<file path="src/rtl/core/bhv_pkg.sv">
package bhv_pkg;

  localparam int unsigned HEADER_BYTES = 108;
  localparam int unsigned CRC_END = 104;
  localparam int unsigned IDX_W = $clog2(HEADER_BYTES);
  localparam logic [31:0] CRC_POLY = 32'hEDB88320;

  localparam logic [1:0] LANG_FIRST = 2'd0;
  localparam logic [1:0] LANG_BODY  = 2'd1;
  localparam logic [1:0] LANG_PAD   = 2'd2;
  localparam logic [1:0] LANG_BAD   = 2'd3;

  localparam logic [2:0] REG_FORMAT_VERSION = 3'd0;
  localparam logic [2:0] REG_MAX_SPINE      = 3'd1;
  localparam logic [2:0] REG_MAX_SHARD      = 3'd2;
  localparam logic [2:0] REG_MAX_SREC       = 3'd3;
  localparam logic [2:0] REG_MAX_LEMMA      = 3'd4;
  localparam logic [2:0] REG_MAX_SURF       = 3'd5;
  localparam logic [2:0] REG_MAX_FSIZE      = 3'd6;
  localparam logic [2:0] REG_RECORD_SIZES   = 3'd7;

  localparam logic [3:0] ERR_OK       = 4'd0;
  localparam logic [3:0] ERR_TRUNC    = 4'd1;
  localparam logic [3:0] ERR_MAGIC    = 4'd2;
  localparam logic [3:0] ERR_VERSION  = 4'd3;
  localparam logic [3:0] ERR_HSIZE    = 4'd4;
  localparam logic [3:0] ERR_HCRC     = 4'd5;
  localparam logic [3:0] ERR_FLAGS    = 4'd6;
  localparam logic [3:0] ERR_RESV     = 4'd7;
  localparam logic [3:0] ERR_UUID     = 4'd8;
  localparam logic [3:0] ERR_LANG     = 4'd9;
  localparam logic [3:0] ERR_COUNT    = 4'd10;
  localparam logic [3:0] ERR_FRANGE   = 4'd11;
  localparam logic [3:0] ERR_FMATCH   = 4'd12;
  localparam logic [3:0] ERR_ALIGN    = 4'd13;
  localparam logic [3:0] ERR_ORDER    = 4'd14;
  localparam logic [3:0] ERR_TABLE    = 4'd15;

  typedef struct packed {
    logic [15:0] format_version;
    logic [15:0] max_spine;
    logic [31:0] max_shard;
    logic [31:0] max_srec;
    logic [31:0] max_lemma;
    logic [31:0] max_surf;
    logic [31:0] max_fsize;
  } cfg_t;

  typedef struct packed {
    logic trunc;
    logic magic;
    logic ver;
    logic hsize;
    logic hcrc;
    logic flags;
    logic resv;
    logic uuid;
    logic lang;
    logic count;
    logic frange;
    logic fmatch;
    logic align;
    logic order;
    logic [15:0] spine;
    logic [31:0] shards;
    logic [31:0] srecs;
    logic [31:0] lemmas;
    logic [31:0] surfs;
    logic [31:0] fsize;
    logic [31:0] pcrc;
    logic [5:0][31:0] off;
  } chk_t;

  function automatic logic [31:0] crc_byte(input logic [31:0] crc, input logic [7:0] b);
    logic [31:0] c;
    c = crc ^ {24'd0, b};
    for (int k = 0; k < 8; k++) begin
      c = (c >> 1) ^ (c[0] ? CRC_POLY : 32'd0);
    end
    return c;
  endfunction

  function automatic logic is_letter(input logic [7:0] v);
    return (v >= 8'h41 && v <= 8'h5A) || (v >= 8'h61 && v <= 8'h7A);
  endfunction

  function automatic logic [1:0] lang_next(input logic [1:0] st, input logic first,
                                           input logic [7:0] v);
    logic [1:0] r;
    r = LANG_BAD;
    if (first) begin
      r = is_letter(v) ? LANG_BODY : LANG_BAD;
    end else if (st == LANG_BODY) begin
      if (v == 8'd0) begin
        r = LANG_PAD;
      end else if (is_letter(v) || v == 8'h2D || (v >= 8'h30 && v <= 8'h39)) begin
        r = LANG_BODY;
      end
    end else if (st == LANG_PAD) begin
      r = (v == 8'd0) ? LANG_PAD : LANG_BAD;
    end
    return r;
  endfunction

endpackage

</file>
<file path="src/rtl/core/bhv_front.sv">
module bhv_front (
  input  logic           clk_i,
  input  logic           rst_ni,
  input  logic           fire_i,
  input  logic [7:0]     byte_i,
  input  logic           last_i,
  input  logic [32:0]    actual_i,
  input  bhv_pkg::cfg_t  cfg_i,
  output bhv_pkg::chk_t  chk_o
);
  import bhv_pkg::*;

  logic [7:0]  store_q [HEADER_BYTES];
  logic [7:0]  m [HEADER_BYTES];
  logic [7:0]  pos_q, pos_d, pos_n;
  logic [31:0] crc_q, crc_d, crc_n;
  logic [1:0]  src_q, src_d, src_n, tgt_q, tgt_d, tgt_n;
  logic        in_hdr, in_src, in_tgt;
  logic [15:0] hsize;
  logic [31:0] offs [7];
  logic        uuid_any, align_any, order_any;

  assign in_hdr = pos_q < 8'(HEADER_BYTES);
  assign in_src = pos_q >= 8'd32 && pos_q < 8'd40;
  assign in_tgt = pos_q >= 8'd40 && pos_q < 8'd48;

  always_comb begin
    for (int i = 0; i < HEADER_BYTES; i++) begin
      m[i] = (in_hdr && pos_q == 8'(i)) ? byte_i : store_q[i];
    end
  end

  function automatic logic [31:0] rd32(input int unsigned o);
    return {m[o + 3], m[o + 2], m[o + 1], m[o]};
  endfunction

  assign pos_n = in_hdr ? pos_q + 8'd1 : pos_q;
  assign crc_n = (pos_q < 8'(CRC_END)) ? crc_byte(crc_q, byte_i) : crc_q;
  assign src_n = in_src ? lang_next(src_q, pos_q == 8'd32, byte_i) : src_q;
  assign tgt_n = in_tgt ? lang_next(tgt_q, pos_q == 8'd40, byte_i) : tgt_q;

  always_comb begin
    pos_d = pos_q;
    crc_d = crc_q;
    src_d = src_q;
    tgt_d = tgt_q;
    if (fire_i) begin
      if (last_i) begin
        pos_d = '0;
        crc_d = '1;
        src_d = LANG_FIRST;
        tgt_d = LANG_FIRST;
      end else begin
        pos_d = pos_n;
        crc_d = crc_n;
        src_d = src_n;
        tgt_d = tgt_n;
      end
    end
  end

  always_ff @(posedge clk_i or negedge rst_ni) begin
    if (!rst_ni) begin
      pos_q <= '0;
      crc_q <= '1;
      src_q <= LANG_FIRST;
      tgt_q <= LANG_FIRST;
    end else begin
      pos_q <= pos_d;
      crc_q <= crc_d;
      src_q <= src_d;
      tgt_q <= tgt_d;
    end
  end

  always_ff @(posedge clk_i) begin
    if (fire_i && in_hdr) begin
      store_q[pos_q[IDX_W-1:0]] <= byte_i;
    end
  end

  assign hsize = {m[7], m[6]};

  always_comb begin
    uuid_any = 1'b0;
    for (int i = 16; i < 32; i++) begin
      uuid_any = uuid_any | (m[i] != 8'd0);
    end
    align_any = 1'b0;
    for (int i = 0; i < 7; i++) begin
      offs[i] = rd32(68 + 4 * i);
      align_any = align_any | (offs[i][1:0] != 2'd0);
    end
    order_any = offs[0] < {16'd0, hsize};
    for (int i = 1; i < 7; i++) begin
      order_any = order_any | (offs[i] < offs[i-1]);
    end
  end

  always_comb begin
    chk_o.trunc  = pos_n < 8'(HEADER_BYTES);
    chk_o.magic  = !(m[0] == 8'h43 && m[1] == 8'h58 && m[2] == 8'h4C && m[3] == 8'h47);
    chk_o.ver    = {m[5], m[4]} != cfg_i.format_version;
    chk_o.hsize  = hsize != 16'(HEADER_BYTES);
    chk_o.hcrc   = ~crc_n != rd32(CRC_END);
    chk_o.flags  = rd32(8) != 32'd0;
    chk_o.resv   = {m[51], m[50]} != 16'd0;
    chk_o.uuid   = !uuid_any;
    chk_o.lang   = src_n != LANG_PAD || tgt_n != LANG_PAD;
    chk_o.spine  = {m[49], m[48]};
    chk_o.shards = rd32(52);
    chk_o.srecs  = rd32(56);
    chk_o.lemmas = rd32(60);
    chk_o.surfs  = rd32(64);
    chk_o.fsize  = rd32(96);
    chk_o.pcrc   = rd32(100);
    chk_o.count  = chk_o.spine == 16'd0 || chk_o.spine > cfg_i.max_spine ||
                   chk_o.shards > cfg_i.max_shard || chk_o.srecs > cfg_i.max_srec ||
                   chk_o.lemmas > cfg_i.max_lemma || chk_o.surfs > cfg_i.max_surf;
    chk_o.frange = chk_o.fsize < 32'(HEADER_BYTES) || chk_o.fsize > cfg_i.max_fsize;
    chk_o.fmatch = actual_i != {1'b0, chk_o.fsize};
    chk_o.align  = align_any;
    chk_o.order  = order_any || chk_o.fsize < offs[6];
    for (int i = 0; i < 6; i++) begin
      chk_o.off[i] = offs[i];
    end
  end

endmodule

</file>
<file path="config.mk">
export PLATFORM = sky130hd
export DESIGN_NAME = bhv_front
export DESIGN_NICKNAME = d
export VERILOG_FILES = /design/src/rtl/core/bhv_pkg.sv /design/src/rtl/core/bhv_front.sv
export SDC_FILE = /design/constraint.sdc
export NUM_CORES = 2
export LEC_CHECK = 0
export BUFFER_PORTS_ARGS = -buffer_cell sky130_fd_sc_hd__buf_2
export CAP_MARGIN = 20
export CORE_MARGIN = 4
export CORE_UTILIZATION = 45
export DETAILED_ROUTE_END_ITERATION = 8
export GPL_ROUTABILITY_DRIVEN = 0
export PLACE_DENSITY = 0.65
export SYNTH_ARGS = -nofsm -noshare
export SYNTH_HDL_FRONTEND = slang
export SYNTH_SLANG_ARGS = --single-unit
</file>
<file path="constraint.sdc">
create_clock -name clk_i -period 7.15 [get_ports clk_i]
set_clock_uncertainty 0.2 [all_clocks]
set_input_delay 1.43 -clock clk_i [delete_from_list [all_inputs] [get_ports clk_i]]
set_output_delay 1.43 -clock clk_i [all_outputs]
set_load 0.01 [all_outputs]
</file>
==> out/results.tsv <==
stage	metric	value	unit
synth	post-synth-top-count-cell	edfxtp_1	
critical_path	required	5.52	ns
critical_path	critPathKind	reg2out	
grt	grt_max_degree	57	
cells_and_area	area_growth	19.4	%
clock_tree	numCtsBuffers	82	
place	portBuffers	650	
pwr	peakVddDrop	186	uV
pwr	leakagePower	22.0	nW
synth	syn-cell-area	0.0437	mm^2
critical_path	critPathMaxFanout	10	
critical_path	cpPeakStageDelay	0.60	ns
drt	dr.first_iter.drc_count	2867	
clock_tree	clock_path_buffers	3	
sta	fin_tns_setup	0	ns
synth	synth-seq-area-share	50.9	%
place	dp_hpwl	119000	um
floorplan	core_area	0.0966	mm^2
clock_tree	htreeDepth	3	
synth	yosys.area.top_type	edfxtp_1	
flow_run	drv_cap	0	
synth	synth_top_area_share	48.3	%
synth	ys_warn_count	0	
synth	synthTopCellsByCount	704 x edfxtp_1, 440 x inv_1, 410 x ha_1, 266 x mux2i_1, 241 x nor2_1	
floorplan	die_area	0.102	mm^2
drt	vias	33600	
synth	synth_top_flop_cell	edfxtp_1	
sta	worst_pin_slew	1.20	ns
synth	async_flop_share	5.88	%
sta	period_needed	7.03	ns
floorplan	rows	114	
drt	first_pass_iters	6	
worst_hold_path	min_path_type	reg2reg	
synth	synth_cells	3693	
grt	antenna_found_initial	2	
floorplan	io_pins	651	
critical_path	crit_family	compound AO/OA/AOI/OAI gates	
cells_and_area	fin_nets	5108	
sta	relSlewSlack	19.5	%
clock_tree	path_clk_slew	0.06	ns
run_status	outcome	finished clean	
critical_path	endpoint_kind	output port	
floorplan	start_util	45.3	%
critical_path	worstSetupStartpointType	flip-flop	
critical_path	crit_path_cell_trace	inv_1, ha_1, and2_2, nand2_2, mux2_2, ha_1, a21o_1, a21oi_1, o21bai_1, a21oi_1, o22ai_1, a211oi_1, a21oi_1, or4b_4, buf_4, a311o_1, buf_2	
critical_path	critical_path_buf_inv_count	3	
cells_and_area	drive_above_1_share	27.3	%
clock_tree	cts_tree	done	
floorplan	fp.dieH	320	um
synth	synth_fp_nets	4340	
clock_tree	clockRootBuffer	clkbuf_16	
pwr	power_density	220	mW/mm^2
synth	syn_area_per_cell	11.8	um^2
floorplan	die_x	320	um
clock_tree	clock_sinks	748	
synth	ys_top_cells_by_area	edfxtp_1 48%, ha_1 12%, mux2i_1 6.1%, mux2_2 4.9%, inv_1 3.8%	
synth	synth_seq_cells	748	
critical_path	path_common_cell	a21oi_1	
grt	grt_pass1_vias	32700	
drt	drt_wl_total	155000	um
sta	slew_viol_final	0	
sta	finalSetupViolations	0	
clock_tree	worstSkewPairLatency	0.62	ns
grt	grtUsageTotal	29.0	%
synth	synth_edf_count	704	
drt	postRouteAntennaNets	0	
grt	grt-ovfl-total	0	
grt	grt_pass1_wl	221000	um
synth	synthDistinctLibCells	97	
sta	timing.fmax	0.142	GHz
critical_path	cpMaxStageDelayCell	or4b_4	
critical_path	worst_ep_arrival_time	5.40	ns
sta	finalCritPeriodShare	98.4	%
cells_and_area	final_core_util	54.1	%
drt	route.detailed.drc	0	
clock_tree	cts-hold-fix-buffers	0	
drt	wl_per_cell	26.8	um
sta	hold_viol	0	
drt	vias_per_cell	5.80	
flip-flops by register name, summed over array words and instances, names as in the netlist:
register	flops
store_q	704
pos_q	8
src_q	2
crc_q	32
tgt_q	2
cells in the final DEF, fill, tap and decap left out, drive strengths merged, types with 8 or more instances in the layout:
master,count
a211oi,17
a21o,121
a21oi,174
a221o,8
a22oi,11
a31oi,15
and4,12
buf,807
bufinv,8
clkbuf,100
clkinv,31
dfrtp,12
dfstp,32
edfxtp,704
ha,410
inv,445
mux2,192
mux2i,268
nand2,158
nand2b,16
nand3,57
nand4,89
nand4b,8
nor2,255
nor2b,31
nor3,32
nor4,77
o2111ai,9
o211ai,12
o21a,13
o21ai,101
o22ai,16
or4,11
xnor2,108
xor2,44
power by group:
group	internal, mW	switching [mW]
Clock	2.47	1.76
Sequential	4.93	0.117
Combinational	0.936	1.28
Total	8.34	3.15
tightest hold or removal path: cells and delay by family, from the launching register on:
kind               cells  cell delay, ns
and+or+nand+nor        1            0.10
DFF                    1            0.38
AOI/OAI and AO/OA      1            0.05
routing by layer:
metal  track usage [%]  part of all wire, %  up-vias
met4              9.59                  3.5        2
li1                  -                    -    15200
met3              5.36                  9.0      272
met1              39.1                   41    16500
met5                 0               0.0084        -
met2              47.4                   47     1678
final cells by class:
class | instances | area [um^2]
Fill cell | 8405 | 44300
Tap cell | 1276 | 1600
Clock inverter | 47 | 450
Inverter | 443 | 1660
Sequential cell | 748 | 22300
Antenna cell | 1 | 2.50
Multi-Input combinational cell | 2379 | 19400
Clock buffer | 100 | 2190
Timing Repair Buffer | 807 | 4610
metrics by stage:
| step | hold WS, ns | instance area, um^2 | setup WS [ns] | cells | total power [mW] |
|---|---|---|---|---|---|
| after floorplan | 0.285 | 43700 | 0.545 | 3693 | 6.64 |
| after global placement | 0.307 | 49300 | 0.326 | 5643 | 7.27 |
| after detailed placement | 0.314 | 49300 | 0.325 | 5643 | 7.29 |
| after CTS | 0.323 | 52100 | 0.000843 | 5792 | 11.5 |
| after global routing | 0.340 | 52200 | -0.0115 | 5800 | 11.9 |
| final | 0.327 | 52200 | 0.118 | 5801 | 11.5 |
kinds of logic (layout without fill, tap and decap cells):
group	count (synthesis)	after routing	synth area share (%)
fa+ha+maj	412	412	11.8
other cells	0	1	0
mux	460	460	11.1
flops	748	748	50.9
simple gates	790	790	9.31
compound gates	563	563	8.28
xor+xnor	154	154	3.55
buf+inv	566	1397	5.02
worst paths after layout:
kind,from,endpoint,slack [ns],depth (start not counted)
max,pos_q[0],chk_o[404],0.12,17
min,crc_q[9],crc_q[9],0.33,2
max reg2reg,pos_q[4],store_q[86][3],3.16,7
min reg2reg,crc_q[9],crc_q[9],0.33,2
max in group asynchronous,rst_ni,pos_q[7],5.57,2
min in group asynchronous,rst_ni,pos_q[5],0.73,2
timing repair:
action | CTS | global route
endpoints found under the setup margin | 2 | 2
pin swaps | 0 | 2
setup buffers | 2 | 8
gates resized for setup | 19 | 23
Power figures use the tool's default switching activity.
